File: config.mk
export PLATFORM = sky130hd
export DESIGN_NAME = binarize_and_contour_3x3
export DESIGN_NICKNAME = d
export VERILOG_FILES = /design/src/rtl/bac_pkg.sv /design/src/rtl/bac_line_store.sv /design/src/rtl/bac_window.sv /design/src/rtl/bac_res_fifo.sv /design/src/rtl/binarize_and_contour_3x3.sv
export SDC_FILE = /design/constraint.sdc
export NUM_CORES = 2
export LEC_CHECK = 0
export ABC_CLOCK_PERIOD_IN_PS = 43600
export BUFFER_PORTS_ARGS = -buffer_cell sky130_fd_sc_hd__buf_2
export CORE_ASPECT_RATIO = 0.6
export CORE_MARGIN = 5
export CORE_UTILIZATION = 30
export CTS_BUF_LIST = sky130_fd_sc_hd__clkbuf_8
export DETAILED_ROUTE_END_ITERATION = 10
export MAX_ROUTING_LAYER = met4
export PLACE_DENSITY_LB_ADDON = 0.12
export SETUP_SLACK_MARGIN = 0.15
export SKIP_CTS_REPAIR_TIMING = 1
export SLEW_MARGIN = 20
export SYNTH_ARGS = -nofsm -noshare
export SYNTH_HDL_FRONTEND = slang
export SYNTH_HIERARCHICAL = 1
export SYNTH_MEMORY_MAX_BITS = 65536
export SYNTH_SLANG_ARGS = --single-unit
File: constraint.sdc
create_clock -name clk -period 43.6 [get_ports clk]
set_clock_uncertainty 0.2 [all_clocks]
set_input_delay 6.54 -clock clk [delete_from_list [all_inputs] [get_ports clk]]
set_output_delay 6.54 -clock clk [all_outputs]
set_load 0.01 [all_outputs]
File: src/rtl/bac_pkg.sv
`timescale 1ns / 1ps
`default_nettype none
package bac_pkg;

	localparam int MAX_WIDTH   = 2048;
	localparam int MAX_HEIGHT  = 2048;
	localparam int MIN_DIM     = 3;
	localparam int COL_W       = $clog2(MAX_WIDTH);
	localparam int ROW_W       = $clog2(MAX_HEIGHT);
	localparam int DIM_W       = 12;
	localparam int FIFO_DEPTH  = 4;
	localparam int FIFO_PTR_W  = $clog2(FIFO_DEPTH);
	localparam int FIFO_CNT_W  = $clog2(FIFO_DEPTH + 1);

	localparam logic [7:0]       THRESHOLD_RESET = 8'd128;
	localparam logic [DIM_W-1:0] WIDTH_RESET     = 12'd640;
	localparam logic [DIM_W-1:0] HEIGHT_RESET    = 12'd480;

	typedef enum logic [1:0] {
		REG_THRESHOLD    = 2'd0,
		REG_FRAME_WIDTH  = 2'd1,
		REG_FRAME_HEIGHT = 2'd2,
		REG_UNUSED       = 2'd3
	} cfg_reg_t;

	typedef struct packed {
		logic [7:0] red;
		logic [7:0] green;
		logic [7:0] blue;
	} pixel_t;

	typedef struct packed {
		logic [10:0] row;
		logic [10:0] column;
		logic        contour;
		logic        frame_done;
	} result_t;

	// Pixel after thresholding, with its raster position.
	typedef struct packed {
		logic             valid;
		logic             white;
		logic [COL_W-1:0] col;
		logic [ROW_W-1:0] row;
	} stage_t;

	// Last column and last row of the clamped frame geometry.
	typedef struct packed {
		logic [COL_W-1:0] last_col;
		logic [ROW_W-1:0] last_row;
	} geom_t;

	function automatic logic [DIM_W-1:0] clamp_dim(input logic [DIM_W-1:0] v,
			input logic [DIM_W-1:0] maxv);
		logic [DIM_W-1:0] r;
		r = v;
		if (v < DIM_W'(MIN_DIM))
			r = DIM_W'(MIN_DIM);
		else if (v > maxv)
			r = maxv;
		return r;
	endfunction

endpackage
`default_nettype wire

File: src/rtl/bac_line_store.sv
`timescale 1ns / 1ps
`default_nettype none
module bac_line_store import bac_pkg::*; (
	input  wire logic             clk,
	input  wire logic             rd_en,
	input  wire logic [COL_W-1:0] rd_addr,
	output logic      [1:0]       rd_data,
	input  wire logic             wr_en,
	input  wire logic [COL_W-1:0] wr_addr,
	input  wire logic [1:0]       wr_data
);

	// Each entry holds {upper line bit, middle line bit} for one column.
	logic [1:0] mem [MAX_WIDTH];
	logic [1:0] rd_data_q;

	always_ff @(posedge clk) begin
		if (wr_en) begin
			mem[wr_addr] <= wr_data;
		end
	end

	always_ff @(posedge clk) begin
		if (rd_en) begin
			rd_data_q <= mem[rd_addr];
		end
	end

	assign rd_data = rd_data_q;

endmodule
`default_nettype wire

File: src/rtl/bac_window.sv
`timescale 1ns / 1ps
`default_nettype none
module bac_window import bac_pkg::*; (
	input  wire logic    clk,
	input  wire logic    arst_n,
	input  wire stage_t  stage_s1,
	input  wire logic    up,
	input  wire logic    mid,
	input  wire geom_t   geom,
	output logic         push,
	output result_t      push_data
);

	// Columns of the window: bits 0..2 left, 3..5 centre, 6..8 right.
	logic [8:0] window_q;
	logic [8:0] window_next;
	logic [2:0] new_col;
	logic       centre;
	logic       interior;

	assign new_col     = {stage_s1.white, mid, up};
	assign window_next = {new_col, window_q[8:3]};
	assign centre      = window_next[4];

	always_ff @(posedge clk or negedge arst_n) begin
		if (!arst_n) begin
			window_q <= '0;
		end else if (stage_s1.valid) begin
			window_q <= window_next;
		end
	end

	assign interior = (stage_s1.row >= ROW_W'(2)) && (stage_s1.col >= COL_W'(2))
		&& (stage_s1.row <= geom.last_row) && (stage_s1.col <= geom.last_col);

	assign push = stage_s1.valid && interior;

	always_comb begin
		push_data.row        = stage_s1.row - ROW_W'(1);
		push_data.column     = stage_s1.col - COL_W'(1);
		push_data.contour    = !centre && ((window_next & 9'h1EF) != 9'd0);
		push_data.frame_done = (stage_s1.row == geom.last_row)
			&& (stage_s1.col == geom.last_col);
	end

endmodule
`default_nettype wire

File: src/rtl/bac_res_fifo.sv
`timescale 1ns / 1ps
`default_nettype none
module bac_res_fifo import bac_pkg::*; (
	input  wire logic                  clk,
	input  wire logic                  arst_n,
	input  wire logic                  push,
	input  wire result_t               push_data,
	output logic                       res_valid,
	input  wire logic                  res_stall,
	output result_t                    res,
	output logic      [FIFO_CNT_W-1:0] level
);

	result_t               slots [FIFO_DEPTH];
	logic [FIFO_PTR_W-1:0] wr_ptr_q;
	logic [FIFO_PTR_W-1:0] rd_ptr_q;
	logic [FIFO_CNT_W-1:0] count_q;
	logic                  pop;

	assign res_valid = (count_q != '0);
	assign pop       = res_valid && !res_stall;
	assign res       = slots[rd_ptr_q];
	assign level     = count_q;

	always_ff @(posedge clk) begin
		if (push) begin
			slots[wr_ptr_q] <= push_data;
		end
	end

	always_ff @(posedge clk or negedge arst_n) begin
		if (!arst_n) begin
			wr_ptr_q <= '0;
			rd_ptr_q <= '0;
			count_q  <= '0;
		end else begin
			if (push) begin
				wr_ptr_q <= wr_ptr_q + FIFO_PTR_W'(1);
			end
			if (pop) begin
				rd_ptr_q <= rd_ptr_q + FIFO_PTR_W'(1);
			end
			if (push && !pop) begin
				count_q <= count_q + FIFO_CNT_W'(1);
			end else if (pop && !push) begin
				count_q <= count_q - FIFO_CNT_W'(1);
			end
		end
	end

endmodule
`default_nettype wire

File: src/rtl/binarize_and_contour_3x3.sv
// Each accepted pixel is registered in stage_s1; any result is then queued.
// Throughput: one pixel per cycle while pix_stall is low; line store: one read
// and one write per cycle; a four-entry result queue absorbs output stalls.
// Reset: asynchronous, active low; clears counters, window, queue and
// restores threshold 128, width 640, height 480. Line store is not cleared.
`timescale 1ns / 1ps
`default_nettype none
module binarize_and_contour_3x3 import bac_pkg::*; (
	input  wire logic       clk,
	input  wire logic       arst_n,
	input  wire logic       pix_valid,
	output logic            pix_stall,
	input  wire pixel_t     pix,
	output logic            res_valid,
	input  wire logic       res_stall,
	output result_t         res,
	input  wire logic       cfg_valid,
	output logic            cfg_ready,
	input  wire cfg_reg_t   cfg_index,
	input  wire logic [11:0] cfg_data
);

	logic [7:0]       threshold_q;
	geom_t            geom_q;
	logic [COL_W-1:0] col_q;
	logic [ROW_W-1:0] row_q;
	stage_t           stage_s1;
	logic             accept;
	logic             white;
	logic [1:0]       line_rd;
	logic             push;
	result_t          push_data;
	logic [FIFO_CNT_W-1:0] level;
	logic [DIM_W-1:0] dim_clamped;

	assign cfg_ready = 1'b1;

	// A pixel is taken only when the queue has room for it and the one in flight.
	assign pix_stall = ((level + FIFO_CNT_W'(stage_s1.valid)) > FIFO_CNT_W'(FIFO_DEPTH - 1));
	assign accept    = pix_valid && !pix_stall;

	assign white = (pix.red > threshold_q) || (pix.green > threshold_q)
		|| (pix.blue > threshold_q);

	always_comb begin
		unique case (cfg_index)
			REG_FRAME_HEIGHT: dim_clamped = clamp_dim(cfg_data, DIM_W'(MAX_HEIGHT));
			default:          dim_clamped = clamp_dim(cfg_data, DIM_W'(MAX_WIDTH));
		endcase
	end

	always_ff @(posedge clk or negedge arst_n) begin
		if (!arst_n) begin
			threshold_q     <= THRESHOLD_RESET;
			geom_q.last_col <= COL_W'(WIDTH_RESET - DIM_W'(1));
			geom_q.last_row <= ROW_W'(HEIGHT_RESET - DIM_W'(1));
		end else if (cfg_valid && cfg_ready) begin
			unique case (cfg_index)
				REG_THRESHOLD:    threshold_q     <= cfg_data[7:0];
				REG_FRAME_WIDTH:  geom_q.last_col <= COL_W'(dim_clamped - DIM_W'(1));
				REG_FRAME_HEIGHT: geom_q.last_row <= ROW_W'(dim_clamped - DIM_W'(1));
				REG_UNUSED:       ;
			endcase
		end
	end

	// Raster position of the next incoming pixel.
	always_ff @(posedge clk or negedge arst_n) begin
		if (!arst_n) begin
			col_q <= '0;
			row_q <= '0;
		end else if (accept) begin
			if (col_q >= geom_q.last_col) begin
				col_q <= '0;
				row_q <= (row_q >= geom_q.last_row) ? '0 : row_q + ROW_W'(1);
			end else begin
				col_q <= col_q + COL_W'(1);
			end
		end
	end

	always_ff @(posedge clk or negedge arst_n) begin
		if (!arst_n) begin
			stage_s1 <= '0;
		end else begin
			stage_s1.valid <= accept;
			if (accept) begin
				stage_s1.white <= white;
				stage_s1.col   <= col_q;
				stage_s1.row   <= row_q;
			end
		end
	end

	// The same column comes back at least three beats later, after its write.
	bac_line_store u_line_store (
		.clk     (clk),
		.rd_en   (accept),
		.rd_addr (col_q),
		.rd_data (line_rd),
		.wr_en   (stage_s1.valid),
		.wr_addr (stage_s1.col),
		.wr_data ({line_rd[0], stage_s1.white})
	);

	bac_window u_window (
		.clk       (clk),
		.arst_n    (arst_n),
		.stage_s1  (stage_s1),
		.up        (line_rd[1]),
		.mid       (line_rd[0]),
		.geom      (geom_q),
		.push      (push),
		.push_data (push_data)
	);

	bac_res_fifo u_res_fifo (
		.clk       (clk),
		.arst_n    (arst_n),
		.push      (push),
		.push_data (push_data),
		.res_valid (res_valid),
		.res_stall (res_stall),
		.res       (res),
		.level     (level)
	);

endmodule
`default_nettype wire

==> impl_metrics.tcl <==
set metrics [dict create \
    grt_max_degree 215 \
    status "complete, no violations" \
    gp_congestion 0.834 \
    period_needed_ns 9.47 \
    grt_antenna_before_repair 96 \
    yosysSeqAreaShare_pct 71.8 \
    start_kind "flop" \
    synth_ff_type "edfxtp_1" \
    crit_type "flop to output pin" \
    path_cells "buf_4, mux4_1, buf_2" \
    drv_cap 0 \
    critPathCaptureType "output pin" \
    synth_edf_count 4194 \
    r2r_cells 11 \
    netlist_area_um2 178000 \
    cts.clk_slew.worst_paths_ns 0.06 \
    dpl.hpwl_um 393000 \
    synth_nets 11100 \
    cts_buffers 687 \
    drive_gt1_share_pct 17.8 \
    arrival_ns 2.73 \
    setup.worst_path.end "res[4]" \
    crit_path_top_delay_cell "mux4_1" \
    netlist_top_cells_count "edfxtp_1 (4,194), nor2_1 (2,214), mux2i_1 (799)" \
    syn_avg_cell_area_um2 16.3 \
    top_layer_used "met4" \
    htreeDepth 6 \
    rsz0062_at_grt "no" \
    grt_pass1_wl_um 885000 \
    wl_met2_um 273000 \
    num_io_pins 70 \
    layout.nets 11400 \
    cts_tree "done" \
    p_leak_nw 61.7 \
    yosys_warnings 6 \
    overflow 0 \
    multi_input_area_um2 45500 \
    vias 106000 \
    slew_violations 0 \
    ys_top_cells_by_area "edfxtp_1 (71%), mux4_2 (8.0%), nor2_1 (4.7%)" \
    area_growth_pct 11.9 \
    syn_inst 11000 \
    drc 0 \
    seqCellArea_um2 128000 \
    power.density_nw_per_um2 59.3 \
    clk_latency_ns 1.21 \
    holdWs_ns 0.305 \
    ir_drop_v 0.0000479 \
    yosys.area.top_type "edfxtp_1" \
    wl_met1_um 304000 \
    slowest_delay_ns 0.63 \
    nFillCells 57000 \
    setup-tns-final_ns 0 \
    ys_ff_latch 4283 \
    firstDrtPassIters 7 \
    hp-class "flop to flop" \
    synth_top_area_share_pct 70.6 \
    worst_pin_slew_ns 1.36 \
    r2r-start "col_q[0]" \
    hold_violations 0 \
    grtUsageTotal_pct 21.3 \
    crit_required_ns 36.86 \
    cts_buffer_depth 5 \
    clock-root-buffer "clkbuf_8" \
    wl_per_cell_um 32.9 \
    chipWidth_um 1010 \
    crit_path_max_fanout 26 \
    dieHeight_um 607 \
    fin_crit_sh_pct 21.7 \
    fmax_mhz 106 \
    cts_sinks 4283 \
    synth.distinct_cells 102 \
    synthArstFlopShare_pct 2.08 \
    reg2reg_to "u_line_store/rd_data[1]" \
    start_util_pct 30.1 \
    drt_iter0_drc 13500 \
    core_um2 593000 \
    grt_pass1_vias 106000 \
    die-area_um2 611000 \
    wl_met3_um 59800 \
    rows 219 \
    relSlewSlack_pct 8.94 \
    synth_most_common_cell "edfxtp_1" \
    vias_per_cell 5.39 \
    finalSetupViolations 0 \
    wl_um 650000 \
    io_buffers 68 \
    ant_nets 0 \
    critPathLaunch "u_res_fifo/rd_ptr_q[0]" \
    r2r_slack_ns 36.29 \
]
## worst min path at each step
stage | endpoint | cells past startpoint | from
2_1_floorplan | geom_q[20] | 2 | geom_q[20]
3_3_place_gp | u_window/window_q[3] | 1 | u_window/window_q[3]
3_5_place_dp | geom_q[7] | 2 | geom_q[7]
4_1_cts | geom_q[7] | 2 | geom_q[7]
5_1_grt | geom_q[7] | 2 | geom_q[7]
6_report | geom_q[7] | 2 | geom_q[7]
## layout by cell type (no fill, tap or decap), types with 33 or more instances in the layout
cell type  Yosys  final
mux2i_1      799    798
mux2_2        33     33
clkinv_2       0     58
a21oi_1      174    173
edfxtp_1    4194   4194
a211oi_1      67     66
clkinv_1       2    164
clkbuf_8       9    694
mux4_2       630    630
nor2_1      2214   2206
o22ai_1      179    179
nor3_1       176    165
dfrtp_1       72     62
ha_1          80     80
o21ai_0      168    166
nand3_1       87     52
inv_1         73    297
nor4_1        66     66
o221ai_1     251    251
buf_4         29    371
diode_2        0     41
nand2_1      341    323
nand4_1       45     45
buf_2         93     67
## sequential cells by signal (all words and copies together), names as in the netlist
signal / flops
u_line_store/mem: 4096
u_res_fifo/level: 3
u_window/window_q: 6
u_res_fifo/slots: 96
u_res_fifo/rd_ptr_q: 2
row_q: 11
col_q: 11
geom_q: 22
stage_s1: 24
u_res_fifo/wr_ptr_q: 2
u_line_store/rd_data: 2
threshold_q: 8
## logic make-up (layout without fill, tap and decap cells)
logic type	Yosys count	count (layout)	synth area share, %
fa+ha+maj	81	81	0.572
compound gates	1035	1035	4.03
simple gates	3095	3095	7.18
buf+inv	951	1713	3.07
xor+xnor	37	37	0.182
other cells	1	42	0.00210
flops	4283	4283	71.8
mux	1495	1495	13.1
## layout make-up
cell class	instances	share of cell area, %
clock inverters	481	1.16
diodes	41	0.0514
clock buffers	694	4.79
multi-input cells	5744	22.8
repair buffers	462	1.80
well taps	7956	4.99
inverters	76	0.149
flip-flops and latches	4283	64.2
## report_power, final
| group | total [mW] | internal [mW] | switching (mW) |
|---|---|---|---|
| sequential | 5.20 | 5.13 | 0.0753 |
| clock | 3.19 | 1.55 | 1.65 |
| combinational | 3.45 | 1.07 | 2.38 |
## critical path, delay by kind of cell, from the launching register on
family                 cells  cell delay (ns)
flip-flops                 1             0.33
multiplexers               1             0.63
buffers and inverters      2             0.59
## metrics by stage
| stage | std cells | setup slack [ns] | cell area (µm²) | power [mW] | util, % |
|---|---|---|---|---|---|
| 6_report | 19700 | 34.13 | 200000 | 11.8 | 33.7 |
| 5_1_grt | 19700 | 33.88 | 200000 | 12.3 | 33.7 |
| 3_5_place_dp | 18500 | 34.37 | 188000 | 8.75 | 31.6 |
| 4_1_cts | 19700 | 33.96 | 199000 | 11.9 | 33.6 |
| 3_3_place_gp | 18500 | 34.28 | 187000 | 8.71 | 31.6 |
| 2_1_floorplan | 11000 | 14.49 | 178000 | 8.64 | - |
## metal layers
layer / vias to the layer above / GRT usage [%]
li1: 43300 / -
met1: 56800 / 32.0
met2: 5262 / 29.4
met3: 910 / 4.97
met4: 0 / 4.36
met5: - / -
Note: power is estimated with default switching activity, not from simulation.
